[config.mk]
export PLATFORM = sky130hd
export DESIGN_NAME = pae_ctrl
export DESIGN_NICKNAME = d
export VERILOG_FILES = /design/src/rtl/pae_pkg.sv /design/src/rtl/pae_ctrl.sv
export SDC_FILE = /design/constraint.sdc
export NUM_CORES = 1
export LEC_CHECK = 0
export ABC_AREA = 1
export BUFFER_PORTS_ARGS = -buffer_cell sky130_fd_sc_hd__buf_2
export CORE_MARGIN = 4
export CORE_UTILIZATION = 38
export DETAILED_ROUTE_END_ITERATION = 16
export PLACE_DENSITY = 0.67
export SLEW_MARGIN = 25
export SYNTH_ARGS = -nofsm -noshare
export SYNTH_HDL_FRONTEND = slang
export SYNTH_SLANG_ARGS = --single-unit
[constraint.sdc]
create_clock -name clk -period 3.9 [get_ports clk]
set_clock_uncertainty 0.15 [all_clocks]
set_input_delay 0.585 -clock clk [delete_from_list [all_inputs] [get_ports clk]]
set_output_delay 0.585 -clock clk [all_outputs]
set_load 0.005 [all_outputs]
[src/rtl/pae_pkg.sv]
// Shared types and constants for the polynomial add and multiply engine.
package pae_pkg;

    localparam int MAX_DEG_DEF = 31;

    localparam int CMD_W      = 3;
    localparam int COEF_IN_W  = 16;
    localparam int EXP_IN_W   = 5;
    localparam int COEF_OUT_W = 40;
    localparam int EXP_OUT_W  = 6;
    localparam int SUM_W      = COEF_IN_W + 1;
    localparam int PROD_W     = 2 * COEF_IN_W;

    localparam logic [CMD_W-1:0] CMD_LOAD_A = 3'd0;
    localparam logic [CMD_W-1:0] CMD_LOAD_B = 3'd1;
    localparam logic [CMD_W-1:0] CMD_SUM    = 3'd2;
    localparam logic [CMD_W-1:0] CMD_PROD   = 3'd3;
    localparam logic [CMD_W-1:0] CMD_CLEAR  = 3'd4;

    typedef enum logic [2:0] {
        ST_IDLE,
        ST_SUM_SCAN,
        ST_SUM_EMIT,
        ST_PROD_SETUP,
        ST_PROD_RUN,
        ST_PROD_DRAIN,
        ST_PROD_EMIT,
        ST_FINISH
    } ctrl_state_t;

    typedef struct packed {
        logic                 wr_a;
        logic                 wr_b;
        logic                 clr_mask;
        logic                 rd_en;
        logic [EXP_IN_W-1:0]  rd_addr_a;
        logic [EXP_IN_W-1:0]  rd_addr_b;
        logic                 pair_v;
        logic                 acc_clr;
        logic                 cap_sum;
        logic                 cap_prod;
        logic [EXP_OUT_W-1:0] cap_exp;
        logic                 fin;
    } dp_cmd_t;

    typedef struct packed {
        logic pa;
        logic pb;
        logic pend_valid;
        logic hit;
        logic out_free;
    } dp_stat_t;

endpackage

[src/rtl/pae_ctrl.sv]
// Controller: command decode and exponent/pair sequencing for sum and product.
module pae_ctrl #(
    parameter int MAX_DEG = pae_pkg::MAX_DEG_DEF
) (
    input  logic                          clk,
    input  logic                          rst_n,
    input  logic                          in_valid,
    output logic                          in_stall,
    input  logic [pae_pkg::CMD_W-1:0]     cmd,
    input  logic [pae_pkg::EXP_IN_W-1:0]  exp_in,
    output pae_pkg::dp_cmd_t              ctl,
    input  pae_pkg::dp_stat_t             stat
);

    localparam int DEPTH = MAX_DEG + 1;
    localparam int AW    = $clog2(DEPTH > 1 ? DEPTH : 2);
    localparam int EW    = pae_pkg::EXP_OUT_W;
    localparam int IW    = pae_pkg::EXP_IN_W;
    localparam logic [EW-1:0] MAX_X   = EW'(MAX_DEG);
    localparam logic [EW-1:0] MAX_X2  = EW'(2 * MAX_DEG);

    pae_pkg::ctrl_state_t state_reg, state_next;
    logic [EW-1:0] x_reg, x_next;
    logic [AW-1:0] i_reg, i_next;
    logic          drain_reg, drain_next;

    logic [AW-1:0] i_lo, i_hi, j_idx;
    logic          accept;

    assign accept = in_valid && (state_reg == pae_pkg::ST_IDLE);
    assign i_lo   = (x_reg > MAX_X) ? AW'(x_reg - MAX_X) : '0;
    assign i_hi   = (x_reg < MAX_X) ? AW'(x_reg) : AW'(MAX_DEG);
    assign j_idx  = AW'(x_reg - EW'(i_reg));

    always_comb
    begin
        state_next = state_reg;
        x_next     = x_reg;
        i_next     = i_reg;
        drain_next = drain_reg;
        ctl        = '0;
        in_stall   = (state_reg != pae_pkg::ST_IDLE);
        case (state_reg)
            pae_pkg::ST_IDLE:
            begin
                if (accept)
                begin
                    case (cmd)
                        pae_pkg::CMD_LOAD_A:
                            ctl.wr_a = (exp_in <= IW'(MAX_DEG));
                        pae_pkg::CMD_LOAD_B:
                            ctl.wr_b = (exp_in <= IW'(MAX_DEG));
                        pae_pkg::CMD_SUM:
                        begin
                            x_next     = MAX_X;
                            state_next = pae_pkg::ST_SUM_SCAN;
                        end
                        pae_pkg::CMD_PROD:
                        begin
                            x_next     = MAX_X2;
                            state_next = pae_pkg::ST_PROD_SETUP;
                        end
                        pae_pkg::CMD_CLEAR:
                            ctl.clr_mask = 1'b1;
                        default:
                            ;
                    endcase
                end
            end
            pae_pkg::ST_SUM_SCAN:
            begin
                ctl.rd_addr_a = IW'(x_reg);
                ctl.rd_addr_b = IW'(x_reg);
                if (stat.pa || stat.pb)
                begin
                    ctl.rd_en  = 1'b1;
                    state_next = pae_pkg::ST_SUM_EMIT;
                end
                else if (x_reg == '0)
                begin
                    state_next = pae_pkg::ST_FINISH;
                end
                else
                begin
                    x_next = x_reg - 1'b1;
                end
            end
            pae_pkg::ST_SUM_EMIT:
            begin
                if (!stat.pend_valid || stat.out_free)
                begin
                    ctl.cap_sum = 1'b1;
                    ctl.cap_exp = x_reg;
                    if (x_reg == '0)
                    begin
                        state_next = pae_pkg::ST_FINISH;
                    end
                    else
                    begin
                        x_next     = x_reg - 1'b1;
                        state_next = pae_pkg::ST_SUM_SCAN;
                    end
                end
            end
            pae_pkg::ST_PROD_SETUP:
            begin
                ctl.acc_clr = 1'b1;
                i_next      = i_lo;
                state_next  = pae_pkg::ST_PROD_RUN;
            end
            pae_pkg::ST_PROD_RUN:
            begin
                ctl.rd_en     = 1'b1;
                ctl.rd_addr_a = IW'(i_reg);
                ctl.rd_addr_b = IW'(j_idx);
                ctl.pair_v    = stat.pa && stat.pb;
                if (i_reg == i_hi)
                begin
                    drain_next = 1'b0;
                    state_next = pae_pkg::ST_PROD_DRAIN;
                end
                else
                begin
                    i_next = i_reg + 1'b1;
                end
            end
            pae_pkg::ST_PROD_DRAIN:
            begin
                drain_next = 1'b1;
                if (drain_reg)
                begin
                    state_next = pae_pkg::ST_PROD_EMIT;
                end
            end
            pae_pkg::ST_PROD_EMIT:
            begin
                if (!stat.hit || !stat.pend_valid || stat.out_free)
                begin
                    ctl.cap_prod = stat.hit;
                    ctl.cap_exp  = x_reg;
                    if (x_reg == '0)
                    begin
                        state_next = pae_pkg::ST_FINISH;
                    end
                    else
                    begin
                        x_next     = x_reg - 1'b1;
                        state_next = pae_pkg::ST_PROD_SETUP;
                    end
                end
            end
            pae_pkg::ST_FINISH:
            begin
                if (stat.out_free)
                begin
                    ctl.fin    = 1'b1;
                    state_next = pae_pkg::ST_IDLE;
                end
            end
            default:
                state_next = pae_pkg::ST_IDLE;
        endcase
    end

    always_ff @(posedge clk or negedge rst_n)
    begin
        if (!rst_n)
        begin
            state_reg <= pae_pkg::ST_IDLE;
            x_reg     <= '0;
            i_reg     <= '0;
            drain_reg <= 1'b0;
        end
        else
        begin
            state_reg <= state_next;
            x_reg     <= x_next;
            i_reg     <= i_next;
            drain_reg <= drain_next;
        end
    end

endmodule

# Yosys cells after proc, flatten, opt, wreduce, memory -nomap -nowiden

Index checks and enable logic that the tools add are counted.

Add/subtract/negate cells: 4
$lt $le $gt $ge: 3
Equal/unequal tests: 22
Muxes and demuxes: 42
Reduce and logical (&&, ||, !) cells: 19

Operators by type and width:

| cell                                                | count |
|---|---|
| two-way mux 3 bit                                   | 12 |
| two-way mux 6 bit                                   | 6 |
| one-hot mux 3 bit (8 select lines)                  | 1 |
| one-hot mux 6 bit (2 select lines)                  | 2 |
| one-hot mux 6 bit (4 select lines)                  | 1 |
| one-hot mux 11 bit (2 select lines)                 | 1 |
| != test 2 bit, second input constant                | 8 |
| equality test 3 bit, second input constant          | 5 |
| two-way mux 5 bit                                   | 3 |
| equality test 3 x 2 -> 1 bit, second input constant | 4 |
| two-way mux 1 bit                                   | 12 |
| one-hot mux 5 bit (2 select lines)                  | 1 |
| AND reduction 8 bit                                 | 1 |
| two-way mux 7 bit                                   | 1 |
| equality test 3 x 1 -> 1 bit, second input constant | 2 |
| > comparator 6 x 5 -> 1 bit, second input constant  | 1 |
| zero test 3 bit                                     | 2 |
| zero test 6 bit                                     | 1 |
| < comparator 6 x 5 -> 1 bit, second input constant  | 1 |
| one-hot mux 3 bit (2 select lines)                  | 1 |
| AND reduction 6 bit                                 | 1 |
| subtractor 6 x 1 -> 6 bit, second input constant    | 1 |
| adder 5 x 1 -> 5 bit, second input constant         | 1 |
| equality test 5 bit                                 | 1 |
| 13 further kinds                                    | 20 |

Flip-flop bits (word level): 15
Output and inout port bits: 26
Word-level logic and storage cells: 94

# Depth between registers and ports, before layout

Depth after elaboration: 5
Depth in mapped cells: 13
Gate-level depth less buffers: 11

# Least setup slack after synthesis

Ideal clock, no wire load.

Kind: register -> output
From: register x_reg[0]
To: output port ctl[15] (netlist bit)
Arrival: 1.679 ns
Path slack: 1.486 ns
Cell stages (with the launch flop): 10
Buffers on the path: 0
Cell sequence: dfrtp_1 -> inv_1 -> ha_1 -> inv_1 -> fa_1 -> nand2_1 -> nand2_1 -> a21oi_1 -> xor2_1 -> o22ai_1

RTL lines:

| what                   | RTL line        | RTL |
|---|---|---|
| start, declared        | pae_ctrl.sv:23  | `logic [EW-1:0] x_reg, x_next;` |
| start signal, assigned | pae_ctrl.sv:177 | `x_reg <= x_next;` |
| end, declared          | pae_ctrl.sv:11  | `output pae_pkg::dp_cmd_t ctl,` |

==> flow_summary.yaml <==
run_status:
  status: "finished, final reports clean"
setup_path:
  start_kind: "flip-flop"
  crit_required_ps: 3160
  cpMaxStageDelayCell: "dfrtp_1"
  r2r_setup_slack_ps: 1810
  cpLargestDelayFamily: "adder cells"
  crit_type: "reg -> out"
  critPathMaxFanout: 9
  reg2reg_from: "x_reg[1]"
  cp-end-kind: "output pin"
  crit_end: "ctl[15]"
  crit_arrival_ps: 2290
  cp_num_cells: 10
  rr_endpoint: "i_reg[4]"
  slowest_delay_ps: 440
  rr_worst_depth: 10
  cp_cell_sequence: "inv_1, ha_1, inv_1, fa_1, nand2_1, nand2_1, a21oi_1, xor2_1, o22ai_1, buf_2"
  path_buf_inv: 3
  crit_start: "x_reg[0]"
cells_and_area:
  nets: 313
  drive_above_1_share_pct: 21.25
  fin_util_pct: 45.79
  largest_reg_flops: 6
  area_growth_pct: 16.10
  antenna_cells: 0
  finish.instance_area_mm2: 0.001832
clock_network:
  cts_buffer_depth: 2
  root_buffer: "clkbuf_8"
  cts-buffers-inserted: 3
  cts.htree.levels: 1
  hold_buffers: 0
  cts_setup_buffers: 0
  cts.repair.resized: 0
  clk_latency_ps: 250
  clk_pin_slew_ps: 70
  clock-sinks: 15
  cts_tree: "yes"
synth:
  synth_top_area_share_pct: 23.79
  synth_cells: 251
  ys_ff_latch: 15
  synth.distinct_cells: 32
  yosysSeqAreaShare_pct: 23.79
  synth_top_cell_by_area: "dfrtp_1"
  synth_area_leaders: "dfrtp_1 24%, nand2_1 16%, nand3_1 8.6%, inv_1 7.6%, ha_1 6.3%"
  syn_area_mm2: 0.001578
  ys_warn_count: 0
  syn-num-nets: 276
  avgSynthCellArea_um2: 6.286
routing:
  drt_iter0_drc: 73
  first_pass_iters: 5
  wirelength_um: 4173
  drcViolationCount: 0
  num_vias: 1709
  ant_nets: 0
  routed_via_density: 5.071
  wl_per_cell_um: 12.38
timing:
  fin_crit_sh_pct: 77.46
  tightest_slew_ps: 360.4
  worst_slack_ps: 879.2
  fmax_mhz: 331.0
  finalSetupViolations: 0
  rsz0062_at_grt: "false"
  period_needed_ps: 3021
  finalMaxSlewViolations: 0
  hold_viol: 0
  finalSetupTns_ps: 0
  slew_headroom_pct: 75.98
flow_run:
  drv_cap: 0
global_route:
  grt_pass1_vias: 1663
  grt_max_degree: 16
  grt_usage_pct: 16.68
  grt_overflow: 0
  grt_antenna_before_repair: 0
  grt_pass1_wl_um: 7065
floorplanning:
  die_h_um: 72.44
  initial_utilization_pct: 39.44
  rows: 23
  io_pins: 42
  die-area_mm2: 0.005247
  dieWidth_um: 72.44
  coreArea_mm2: 0.004000
power_and_ir_drop:
  p_leak_nw: 1.019
  p_per_area_mw_per_mm2: 823.6
  ir_drop_mv: 0.2925
  power_mw: 1.509
placed_design:
  dp_hpwl_um: 3242
  postPlaceCellArea_mm2: 0.001785
  pre_cts_slack_ps: 1158
  place_congestion: 0.8908
  io_buffer_count: 36
worst_hold_path:
  hold_class: "in -> async"
[final cells by class]
cell class                 count  area (um2)
clock buffer                   3       41.29
clock inverter                 1       5.005
fill                         418        2168
inverter                      41       153.9
multi-input combinational    191        1013
sequential                    15       375.4
tap                           50       62.56
timing repair buffer          36       180.2
[cells in the mapped netlist, drive strengths merged]
library cell / count
o32ai: 1
xnor2: 3
dfrtp: 15
o21ai: 21
nor4: 1
ha: 8
nor3: 5
xor2: 2
and3: 1
nor2: 29
buf: 4
inv: 39
fa: 1
o211ai: 1
nor3b: 1
o22ai: 9
nand4: 3
or2: 1
clkinv: 2
a21oi: 7
nand2: 70
nand3: 27
[how the worst min path moves through the flow]
stage	endpoint	start	slack, ps
final	i_reg[4]	rst_n	80
after detailed placement	drain_reg	drain_reg	320
after global routing	i_reg[4]	rst_n	100
after global placement	drain_reg	drain_reg	320
after floorplan	drain_reg	rst_n	140
after CTS	i_reg[2]	rst_n	90
[routing by layer]
metal | wire [um] | global-route usage [%]
met5 | 0 | 0
met4 | 82 | 6.967
met3 | 221 | 3.463
met2 | 1879 | 27.10
met1 | 1990 | 21.46
[cells by family (layout without fill, tap and decap cells)]
kind of cell | count (synthesis) | in the layout | share of synthesized area, %
xor+xnor | 5 | 5 | 2.776
compound gates | 39 | 39 | 14.75
flops | 15 | 15 | 23.79
buf+inv | 45 | 81 | 11.98
fa+ha+maj | 9 | 9 | 7.613
simple gates | 138 | 138 | 39.10
[cells in the final DEF, fill, tap and decap left out, drive strengths merged, types with 2 or more instances in the layout]
cell | netlist | layout
xor2 | 2 | 2
nand2 | 70 | 70
clkinv | 2 | 3
nand3 | 27 | 27
dfrtp | 15 | 15
buf | 4 | 36
nand4 | 3 | 3
ha | 8 | 8
o22ai | 9 | 9
clkbuf | 0 | 3
xnor2 | 3 | 3
a21oi | 7 | 7
nor3 | 5 | 5
o21ai | 21 | 21
nor2 | 29 | 29
inv | 39 | 39
[worst register-to-register path, cell delays in order (launching register included)]
cell	delay, ps
dfrtp_1	520
ha_1	270
nand4_1	140
nand2_1	120
inv_1	40
nand2_1	50
nand3_1	70
nand2_1	280
nand2_1	190
nand2_1	100
nand2_1	50
[per-stage QoR]
step,std cells,hold WS (ps)
finish,337,84.35
global route,337,101.8
CTS,337,92.48
detailed placement,333,320.6
global placement,333,316.6
floorplan,251,139.4
[power breakdown]
group | switching (mW) | total, mW | leakage (nW) | internal (mW)
Combinational | 0.641 | 1.02 | 0.804 | 0.377
Clock | 0.0581 | 0.129 | 0.0255 | 0.0708
Sequential | 0.130 | 0.362 | 0.189 | 0.231
Total | 0.829 | 1.51 | 1.02 | 0.679
(Power assumes the default switching activity.)
