==> src/rtl/pae_pkg.sv <==
// Shared types and constants for the polynomial add and multiply engine.
package pae_pkg;

    localparam int MAX_DEG_DEF = 31;

    localparam int CMD_W      = 3;
    localparam int COEF_IN_W  = 16;
    localparam int EXP_IN_W   = 5;
    localparam int COEF_OUT_W = 40;
    localparam int EXP_OUT_W  = 6;
    localparam int SUM_W      = COEF_IN_W + 1;
    localparam int PROD_W     = 2 * COEF_IN_W;

    localparam logic [CMD_W-1:0] CMD_LOAD_A = 3'd0;
    localparam logic [CMD_W-1:0] CMD_LOAD_B = 3'd1;
    localparam logic [CMD_W-1:0] CMD_SUM    = 3'd2;
    localparam logic [CMD_W-1:0] CMD_PROD   = 3'd3;
    localparam logic [CMD_W-1:0] CMD_CLEAR  = 3'd4;

    typedef enum logic [2:0] {
        ST_IDLE,
        ST_SUM_SCAN,
        ST_SUM_EMIT,
        ST_PROD_SETUP,
        ST_PROD_RUN,
        ST_PROD_DRAIN,
        ST_PROD_EMIT,
        ST_FINISH
    } ctrl_state_t;

    typedef struct packed {
        logic                 wr_a;
        logic                 wr_b;
        logic                 clr_mask;
        logic                 rd_en;
        logic [EXP_IN_W-1:0]  rd_addr_a;
        logic [EXP_IN_W-1:0]  rd_addr_b;
        logic                 pair_v;
        logic                 acc_clr;
        logic                 cap_sum;
        logic                 cap_prod;
        logic [EXP_OUT_W-1:0] cap_exp;
        logic                 fin;
    } dp_cmd_t;

    typedef struct packed {
        logic pa;
        logic pb;
        logic pend_valid;
        logic hit;
        logic out_free;
    } dp_stat_t;

endpackage

==> src/rtl/pae_ram.sv <==
// Generic single-port-write, single-port-read RAM with registered read data.
module pae_ram #(
    parameter int WIDTH = 16,
    parameter int DEPTH = 32
) (
    input  logic                             clk,
    input  logic                             we,
    input  logic [$clog2(DEPTH > 1 ? DEPTH : 2)-1:0] waddr,
    input  logic [WIDTH-1:0]                 wdata,
    input  logic                             re,
    input  logic [$clog2(DEPTH > 1 ? DEPTH : 2)-1:0] raddr,
    output logic [WIDTH-1:0]                 rdata
);

    logic [WIDTH-1:0] mem [DEPTH];
    logic [WIDTH-1:0] rdata_reg;

    always_ff @(posedge clk)
    begin
        if (we)
        begin
            mem[waddr] <= wdata;
        end
        if (re)
        begin
            rdata_reg <= mem[raddr];
        end
    end

    assign rdata = rdata_reg;

endmodule

==> src/rtl/pae_datapath.sv <==
// Datapath: coefficient stores, presence masks, multiply-accumulate, pending and output registers.
module pae_datapath #(
    parameter int MAX_DEG = pae_pkg::MAX_DEG_DEF
) (
    input  logic                                   clk,
    input  logic                                   rst_n,
    input  pae_pkg::dp_cmd_t                       ctl,
    output pae_pkg::dp_stat_t                      stat,
    input  logic signed [pae_pkg::COEF_IN_W-1:0]   coef_in,
    input  logic [pae_pkg::EXP_IN_W-1:0]           exp_in,
    output logic                                   out_valid,
    input  logic                                   out_stall,
    output logic signed [pae_pkg::COEF_OUT_W-1:0]  coef_out,
    output logic [pae_pkg::EXP_OUT_W-1:0]          exp_out,
    output logic                                   empty_res,
    output logic                                   last
);

    localparam int DEPTH = MAX_DEG + 1;
    localparam int AW    = $clog2(DEPTH > 1 ? DEPTH : 2);
    localparam int CW    = pae_pkg::COEF_IN_W;
    localparam int OW    = pae_pkg::COEF_OUT_W;
    localparam int EW    = pae_pkg::EXP_OUT_W;
    localparam int SW    = pae_pkg::SUM_W;
    localparam int PW    = pae_pkg::PROD_W;

    logic [DEPTH-1:0] a_mask_reg, a_mask_next;
    logic [DEPTH-1:0] b_mask_reg, b_mask_next;

    logic signed [CW-1:0] a_q, b_q;
    logic [AW-1:0]        waddr;
    logic [AW-1:0]        raddr_a, raddr_b;

    logic                 rd_pa_reg, rd_pb_reg;
    logic                 rd_pair_reg;
    logic signed [PW-1:0] mul_reg;
    logic                 mul_v_reg;
    logic signed [OW-1:0] acc_reg, acc_next;
    logic                 hit_reg, hit_next;

    logic signed [CW-1:0] a_sel, b_sel;
    logic signed [SW-1:0] sum_w;
    logic signed [OW-1:0] sum_ext;
    logic signed [OW-1:0] cap_coef;
    logic                 cap;
    logic                 out_free;

    logic                 pend_valid_reg, pend_valid_next;
    logic signed [OW-1:0] pend_coef_reg, pend_coef_next;
    logic [EW-1:0]        pend_exp_reg, pend_exp_next;

    logic                 out_valid_reg, out_valid_next;
    logic signed [OW-1:0] out_coef_reg, out_coef_next;
    logic [EW-1:0]        out_exp_reg, out_exp_next;
    logic                 out_empty_reg, out_empty_next;
    logic                 out_last_reg, out_last_next;

    assign waddr   = exp_in[AW-1:0];
    assign raddr_a = ctl.rd_addr_a[AW-1:0];
    assign raddr_b = ctl.rd_addr_b[AW-1:0];

    pae_ram #(.WIDTH(CW), .DEPTH(DEPTH)) u_a_ram (
        .clk   (clk),
        .we    (ctl.wr_a),
        .waddr (waddr),
        .wdata (coef_in),
        .re    (ctl.rd_en),
        .raddr (raddr_a),
        .rdata (a_q)
    );

    pae_ram #(.WIDTH(CW), .DEPTH(DEPTH)) u_b_ram (
        .clk   (clk),
        .we    (ctl.wr_b),
        .waddr (waddr),
        .wdata (coef_in),
        .re    (ctl.rd_en),
        .raddr (raddr_b),
        .rdata (b_q)
    );

    always_comb
    begin
        a_mask_next = a_mask_reg;
        b_mask_next = b_mask_reg;
        if (ctl.clr_mask)
        begin
            a_mask_next = '0;
            b_mask_next = '0;
        end
        if (ctl.wr_a)
        begin
            a_mask_next[waddr] = (coef_in != '0);
        end
        if (ctl.wr_b)
        begin
            b_mask_next[waddr] = (coef_in != '0);
        end
    end

    assign out_free = !out_valid_reg || !out_stall;

    assign stat.pa         = a_mask_reg[raddr_a];
    assign stat.pb         = b_mask_reg[raddr_b];
    assign stat.pend_valid = pend_valid_reg;
    assign stat.hit        = hit_reg;
    assign stat.out_free   = out_free;

    assign a_sel   = rd_pa_reg ? a_q : '0;
    assign b_sel   = rd_pb_reg ? b_q : '0;
    assign sum_w   = {a_sel[CW-1], a_sel} + {b_sel[CW-1], b_sel};
    assign sum_ext = {{(OW-SW){sum_w[SW-1]}}, sum_w};

    always_comb
    begin
        acc_next = acc_reg;
        hit_next = hit_reg;
        if (ctl.acc_clr)
        begin
            acc_next = '0;
            hit_next = 1'b0;
        end
        else if (mul_v_reg)
        begin
            acc_next = acc_reg + {{(OW-PW){mul_reg[PW-1]}}, mul_reg};
            hit_next = 1'b1;
        end
    end

    assign cap      = ctl.cap_sum || ctl.cap_prod;
    assign cap_coef = ctl.cap_sum ? sum_ext : acc_reg;

    always_comb
    begin
        pend_valid_next = pend_valid_reg;
        pend_coef_next  = pend_coef_reg;
        pend_exp_next   = pend_exp_reg;
        out_valid_next  = out_valid_reg && out_stall;
        out_coef_next   = out_coef_reg;
        out_exp_next    = out_exp_reg;
        out_empty_next  = out_empty_reg;
        out_last_next   = out_last_reg;
        if (cap)
        begin
            if (pend_valid_reg)
            begin
                out_valid_next = 1'b1;
                out_coef_next  = pend_coef_reg;
                out_exp_next   = pend_exp_reg;
                out_empty_next = 1'b0;
                out_last_next  = 1'b0;
            end
            pend_valid_next = 1'b1;
            pend_coef_next  = cap_coef;
            pend_exp_next   = ctl.cap_exp;
        end
        else if (ctl.fin)
        begin
            out_valid_next  = 1'b1;
            out_coef_next   = pend_valid_reg ? pend_coef_reg : '0;
            out_exp_next    = pend_valid_reg ? pend_exp_reg : '0;
            out_empty_next  = !pend_valid_reg;
            out_last_next   = 1'b1;
            pend_valid_next = 1'b0;
        end
    end

    always_ff @(posedge clk or negedge rst_n)
    begin
        if (!rst_n)
        begin
            a_mask_reg     <= '0;
            b_mask_reg     <= '0;
            rd_pair_reg    <= 1'b0;
            mul_v_reg      <= 1'b0;
            hit_reg        <= 1'b0;
            pend_valid_reg <= 1'b0;
            out_valid_reg  <= 1'b0;
        end
        else
        begin
            a_mask_reg     <= a_mask_next;
            b_mask_reg     <= b_mask_next;
            rd_pair_reg    <= ctl.rd_en && ctl.pair_v;
            mul_v_reg      <= rd_pair_reg;
            hit_reg        <= hit_next;
            pend_valid_reg <= pend_valid_next;
            out_valid_reg  <= out_valid_next;
        end
    end

    always_ff @(posedge clk)
    begin
        if (ctl.rd_en)
        begin
            rd_pa_reg <= stat.pa;
            rd_pb_reg <= stat.pb;
        end
        mul_reg       <= a_q * b_q;
        acc_reg       <= acc_next;
        pend_coef_reg <= pend_coef_next;
        pend_exp_reg  <= pend_exp_next;
        out_coef_reg  <= out_coef_next;
        out_exp_reg   <= out_exp_next;
        out_empty_reg <= out_empty_next;
        out_last_reg  <= out_last_next;
    end

    assign out_valid = out_valid_reg;
    assign coef_out  = out_coef_reg;
    assign exp_out   = out_exp_reg;
    assign empty_res = out_empty_reg;
    assign last      = out_last_reg;

    a_push_has_room: assert property (@(posedge clk) disable iff (!rst_n)
        ((ctl.cap_sum || ctl.cap_prod) && pend_valid_reg) || ctl.fin |-> out_free)
        else $error("result pushed while output register still held");

    a_cap_after_drain: assert property (@(posedge clk) disable iff (!rst_n)
        ctl.cap_prod |-> !rd_pair_reg && !mul_v_reg)
        else $error("product captured with pairs still in flight");

    a_clr_when_empty: assert property (@(posedge clk) disable iff (!rst_n)
        ctl.acc_clr |-> !rd_pair_reg && !mul_v_reg)
        else $error("accumulator cleared with pairs still in flight");

    a_fin_clears_pend: assert property (@(posedge clk) disable iff (!rst_n)
        ctl.fin |=> !pend_valid_reg && out_valid_reg && out_last_reg)
        else $error("final request not delivered as last");

endmodule

==> config.mk <==
export PLATFORM = sky130hd
export DESIGN_NAME = pae_datapath
export DESIGN_NICKNAME = d
export VERILOG_FILES = /design/src/rtl/pae_pkg.sv /design/src/rtl/pae_ram.sv /design/src/rtl/pae_datapath.sv
export SDC_FILE = /design/constraint.sdc
export NUM_CORES = 2
export LEC_CHECK = 0
export BUFFER_PORTS_ARGS = -buffer_cell sky130_fd_sc_hd__buf_2
export CORE_ASPECT_RATIO = 1.1
export CORE_MARGIN = 2
export CORE_UTILIZATION = 63
export CTS_CLUSTER_SIZE = 40
export DETAILED_ROUTE_END_ITERATION = 16
export MAX_ROUTING_LAYER = met4
export PLACE_DENSITY = 0.91
export SYNTH_ARGS = -nofsm -noshare
export SYNTH_HDL_FRONTEND = slang
export SYNTH_SLANG_ARGS = --single-unit
==> constraint.sdc <==
create_clock -name clk -period 6.8 [get_ports clk]
set_input_delay 0.68 -clock clk [delete_from_list [all_inputs] [get_ports clk]]
set_output_delay 0.68 -clock clk [all_outputs]
set_load 0.1 [all_outputs]
## After elaboration in Yosys (flattened, before gate mapping)

Memories as Yosys holds them, arrays and structs flattened. A register that Yosys moved wholly into a read port is not among the register bits.
Cells that the tools add are included.

- Memories: 2
- Output and inout bits: 54
- Flip-flop bits (word level): 237
- RAM bits: 1024
- Word-level logic and storage cells: 78

Memories:

| memory | words | bits a word | rd ports | clocked after memory_dff | write ports | line | source |
|---|---|---|---|---|---|---|---|
| u_a_ram.mem | 32 | 16 | 1 | 1 | 1 | pae_ram.sv:15 | `logic [WIDTH-1:0] mem [DEPTH];` |
| u_b_ram.mem | 32 | 16 | 1 | 1 | 1 | pae_ram.sv:15 |  |

- Reductions and logical operators: 12
- Eq/ne operators: 1
- Magnitude comparators: 4
- Mux-type cells: 39
- Add/subtract/negate cells: 2
- Multiply operators: 1

Operators by type and width:

| kind | count |
|---|---|
| 40-bit two-way mux | 5 |
| 32-bit two-way mux | 4 |
| 32-bit bitwise mux | 2 |
| 40-bit adder | 1 |
| 16-bit by 16-bit multiplier with 32-bit output | 1 |
| 16-bit two-way mux | 2 |
| 6-bit two-way mux | 4 |
| 1-bit two-way mux | 19 |
| 5-bit by 6-bit < comparator with 1-bit output, second input constant | 3 |
| 16-bit by 16-bit adder with 17-bit output | 1 |
| 16-bit nonzero test | 1 |
| 1-bit binary-select mux with 5-bit select | 2 |
| 1-bit demux with 5-bit select | 1 |
| 5-bit by 1-bit greater-or-equal comparator with 1-bit output, second input constant | 1 |
| 2-bit nonzero test | 2 |
| 1-bit logical AND | 3 |
| 1-bit logical NOT | 3 |
| 1-bit logical OR | 2 |
| 2-bit by 1-bit != test with 1-bit output, second input constant | 1 |
| 2-bit AND reduction | 1 |

## Logic depth before layout (Yosys ltp)

- Word-level depth: 6
- Mapped depth: 25

## Cells and area by module

From an unflattened synthesis, not the netlist that was laid out.

- Cell total of the unflattened synthesis: 4516
- Area, all modules: 63271.9 µm²

By module, submodules not included:

| module | area each (µm²) | instances | sequential area each (µm²) | cells an instance |
|---|---|---|---|---|
| pae_ram | 20696.1 | 2 | 15855.2 | 1143 |
| pae_datapath | 21879.7 | 1 | 6050.8 | 2230 |

## Worst setup path before layout

OpenSTA, ideal clock, no wires.

- Path kind: register to register
- Start point: register u_b_ram.rdata_reg[2] (netlist: u_b_ram.rdata[2]) (read register of u_b_ram.mem)
- End point: register mul_reg[30]
- Path slack: 0.911 ns
- Arrival time: 5.817 ns
- Cell stages (with the launch flop): 21
- Cells stage by stage: edfxtp_1 > clkbuf_1 > nand2_1 > fa_1 > inv_1 > fa_1 > inv_1 > fa_1 > fa_1 > fa_1 > fa_1 > inv_1 > ha_1 > a21o_1 > a21o_1 > nor3_1 > nand4_1 > a31oi_1 > o21bai_1 > a21oi_1 > xnor2_1

- Cells in the longest elaborated chain, start to end: 1

RTL lines:

| element | line | source |
|---|---|---|
| start: declaration | pae_ram.sv:16 | `logic [WIDTH-1:0] rdata_reg;` |
| 16-bit by 16-bit multiplier with 32-bit output | pae_datapath.sv:199 | `mul_reg <= a_q * b_q;` |
| end signal: assignment | pae_datapath.sv:199 |  |
| end: declaration | pae_datapath.sv:36 | `logic signed [PW-1:0] mul_reg;` |

No other way between the ends.
A chain may end at the register's enable or synchronous reset.

## Worst setup path after layout

- Start point: register u_a_ram.rdata_reg[10] (netlist: u_a_ram.rdata[10]) (read register of u_a_ram.mem)
- End point: register mul_reg[31]

- Cells in the longest elaborated chain, start to end: 1

RTL lines:

| element | line |
|---|---|
| start: declaration | pae_ram.sv:16 |
| 16-bit by 16-bit multiplier with 32-bit output | pae_datapath.sv:199 |

No other way between the ends.

==> impl_metrics.tcl <==
set metrics [dict create \
    synthArstFlopShare_pct 5.34 \
    hpwlAfterDp_um 93800 \
    m1WireLength_um 53700 \
    crit_path_frequent_cell "fa_1" \
    vias_per_cell 6.76 \
    drtIter0Drc 5484 \
    cts_buffers 119 \
    ios 103 \
    fillCellCount 5572 \
    crit_path_max_fanout 17 \
    path_buf_inv 2 \
    drt-total-wl_um 162000 \
    drive_gt1_share_pct 20.6 \
    finClkSkew_ps 40.2 \
    drc_errors 0 \
    insertion_delay_ps 740 \
    layoutNonFillerInstCount 5327 \
    hold_viol_final 0 \
    nets 4390 \
    syn2layout_area_growth_pct 10.7 \
    p_sw_uw 13000 \
    portBuffers 102 \
    tritoncts "yes" \
    dp_cells 5065 \
    chipHeight_um 332 \
    worstPathArrival_ps 7160 \
    p_int_uw 20700 \
    antenna_found_initial 4 \
    post-route-min-period_ps 6580 \
    seq_power_share_pct 28.4 \
    grt_start_max_net_pins 82 \
    htree_num_levels 3 \
    postPlaceCellArea_mm2 0.0641 \
    ant_nets 0 \
    dr_total_vias 36000 \
    synth_warnings 0 \
    crit_type "register to register" \
    placementRows 120 \
    final-setup-viol-count 0 \
    reg_top3 "u_a_ram.mem (512), u_b_ram.mem (512)" \
    synth_edf_count 1152 \
    seq_area_mm2 0.0378 \
    avgSynthCellArea_um2 16.5 \
    cts.sinks 1293 \
    cap_violations 0 \
    maxSlewHeadroom_pct 17.3 \
    fp.dieW_um 303 \
    netlist_instances 3744 \
    required_ps 7380 \
    fin_crit_sh_pct 96.7 \
    grt_pass1_wl_um 240000 \
    ys_types 77 \
    slew_viol_final 0 \
    post-route-cell-area_mm2 0.0684 \
    top_layer "met4" \
    ys_ff_latch 1293 \
    finalPower_uw 33700 \
    p_leak_uw 0.0250 \
    wl_met3_um 17100 \
    vdd_drop_max_mv 0.828 \
    grt_usage_pct 33.7 \
    crit_family "adder cells" \
    slowest_stage "edfxtp_1" \
    clk_pin_slew_worst_paths_ps 70 \
    synth_flop_cell "edfxtp_1" \
    first_pass_iters 9 \
    clock_power_share_pct 20.2 \
    crit_chain "nand2_1 > fa_1 > inv_1 > fa_1 > fa_1 > fa_1 > fa_1 > fa_1 > ha_1 > nand3_1 > nor3_1 > inv_1 > o211ai_1 > o21ai_1 > o2111ai_1 > a21oi_1 > xnor2_1" \
    multi_input_area_mm2 0.0221 \
    clk_path_buf_depth 3 \
    cp_slowest_stage_delay_ps 760 \
    swShare_pct 38.7 \
    root_buffer "clkbuf_16" \
    p_per_area_mw_per_mm2 493 \
    core_area_mm2 0.0973 \
    startpoint_type "register" \
    fmax_mhz 152 \
    ys_seq_area_share_pct 61.1 \
    holdCritPathClass "input port to register" \
    combPwrFrac_pct 51.5 \
    cp-end-kind "register" \
    tightest_slew_ps 1240 \
    die-area_mm2 0.101 \
    place_congestion 0.903 \
    status "completed" \
    synth_area_mm2 0.0618 \
    start_util_pct 63.5 \
    synth_fp_nets 4194 \
    overflow 0 \
    wl_met2_um 80900 \
    routedWlPerCell_um 30.3 \
    grt_pass1_vias 37300 \
]
[synthesized netlist by cell type, types with 8 or more instances]
cell type / instances / area share, %
buf_2: 14 / 0.11
buf_1: 29 / 0.18
and3_1: 9 / 0.091
a21o_1: 36 / 0.44
xnor2_1: 51 / 0.72
nor3_1: 21 / 0.17
a31oi_1: 8 / 0.081
ha_1: 137 / 2.8
nand3_1: 27 / 0.22
fa_1: 264 / 8.6
mux2i_1: 82 / 1.3
nor2b_1: 59 / 0.60
o211ai_1: 8 / 0.097
inv_1: 333 / 2.0
edfxtp_1: 1152 / 56
nand3b_1: 8 / 0.097
o21ai_0: 46 / 0.37
xor2_1: 20 / 0.28
mux2_2: 45 / 0.82
o21ai_1: 14 / 0.11
nor2_1: 149 / 0.91
o21bai_1: 8 / 0.097
dfxtp_1: 72 / 2.3
nand4_1: 9 / 0.091
a211oi_1: 10 / 0.12
mux4_2: 340 / 12
dfrtp_1: 69 / 2.8
o21a_1: 9 / 0.11
a21oi_1: 74 / 0.60
and2_1: 147 / 1.5
nand2b_1: 85 / 0.86
nand2_1: 194 / 1.2
clkbuf_1: 129 / 0.78
[routing by layer]
layer | vias up | track usage, %
li1 | 14200 | -
met4 | 0 | 16.5
met1 | 18100 | 40.9
met2 | 2972 | 54.6
met3 | 694 | 6.38
met5 | - | -
[path summary, 6_finish.rpt]
path	from	endpoint	slack (ps)	cells past startpoint
max in group asynchronous	rst_n	a_mask_reg[22]	5230	3
max	u_a_ram.rdata[10]	mul_reg[31]	220	17
min reg2reg	rd_pair_reg	mul_v_reg	360	0
max reg2reg	u_a_ram.rdata[10]	mul_reg[31]	220	17
min in group asynchronous	rst_n	out_valid	360	2
min	ctl[1]	pend_exp_reg[0]	140	1
[worst reg2reg max path, delay by kind of cell (launching register included)]
| kind | cells | cell delay [ps] |
|---|---|---|
| AOI/OAI and AO/OA | 4 | 1040 |
| and+or+nand+nor | 3 | 760 |
| adders and majority gates | 7 | 3540 |
| xor gates and xnor gates | 1 | 130 |
| buffers and inverters | 2 | 190 |
| DFF | 1 | 760 |
[cell type report]
type / count / share of cell area [%]
clock inverters: 64 / 0.981
inverters: 335 / 1.84
well taps: 1281 / 2.34
clock buffers: 159 / 4.79
flip-flops and latches: 1293 / 55.2
diodes: 4 / 0.0146
multi-input cells: 1941 / 32.3
repair buffers: 250 / 2.48
[kinds of logic after synthesis]
family | synth area share, %
and+or+nand+nor | 6.05
buffers and inverters | 3.14
AOI/OAI and AO/OA | 2.80
DFF | 61.1
adders and majority gates | 11.3
muxes | 14.6
xor gates and xnor gates | 1.01
[per-stage QoR]
step / setup WS [ps] / hold WS [ps] / TNS [ps] / util (%)
final: 222 / 135 / 0 / 70.3
after global routing: -98.2 / 134 / -98.2 / 70.3
after CTS: 394 / 114 / 0 / 70.0
after detailed placement: 457 / 344 / 0 / 65.9
after global placement: 548 / 338 / 0 / 65.9
after floorplan: 911 / 331 / 0 / -
[power by group through the flow]
stage	clock network [uW]	registers (uW)	logic (uW)
after floorplan	0	9970	13300
after global placement	0	9700	16300
after detailed placement	0	9730	17000
after CTS	6830	9570	17200
after global routing	7110	9590	19500
final	6800	9560	17300
[layout by cell type (no fill, tap or decap), types with 8 or more instances in the layout]
cell,n
a21oi_1,74
mux2_2,45
dfrtp_1,68
nor3_1,21
clkbuf_16,123
and2_1,147
clkbuf_8,8
nand2_1,194
bufinv_16,9
o21ai_1,14
nand3b_1,8
mux4_2,340
clkinv_2,20
nand4_1,9
a31oi_1,8
a211oi_1,10
nor2_1,146
o211ai_1,8
inv_1,332
clkinv_1,21
buf_2,97
mux2i_1,82
o21a_1,9
nand2b_1,85
clkbuf_1,30
edfxtp_1,1152
xnor2_1,51
dfxtp_1,72
o21bai_1,8
ha_1,137
buf_4,145
o21ai_0,45
xor2_1,20
nand3_1,27
a21o_1,36
and3_1,9
nor2b_1,59
fa_1,264
[what timing repair did]
action	CTS	global route
setup endpoints to repair	0	3
endpoints found under the hold margin	5	0
hold buffers	1	0
buffers inserted	0	34
resized for setup	0	0
Note: power is estimated with default switching activity, not from simulation.
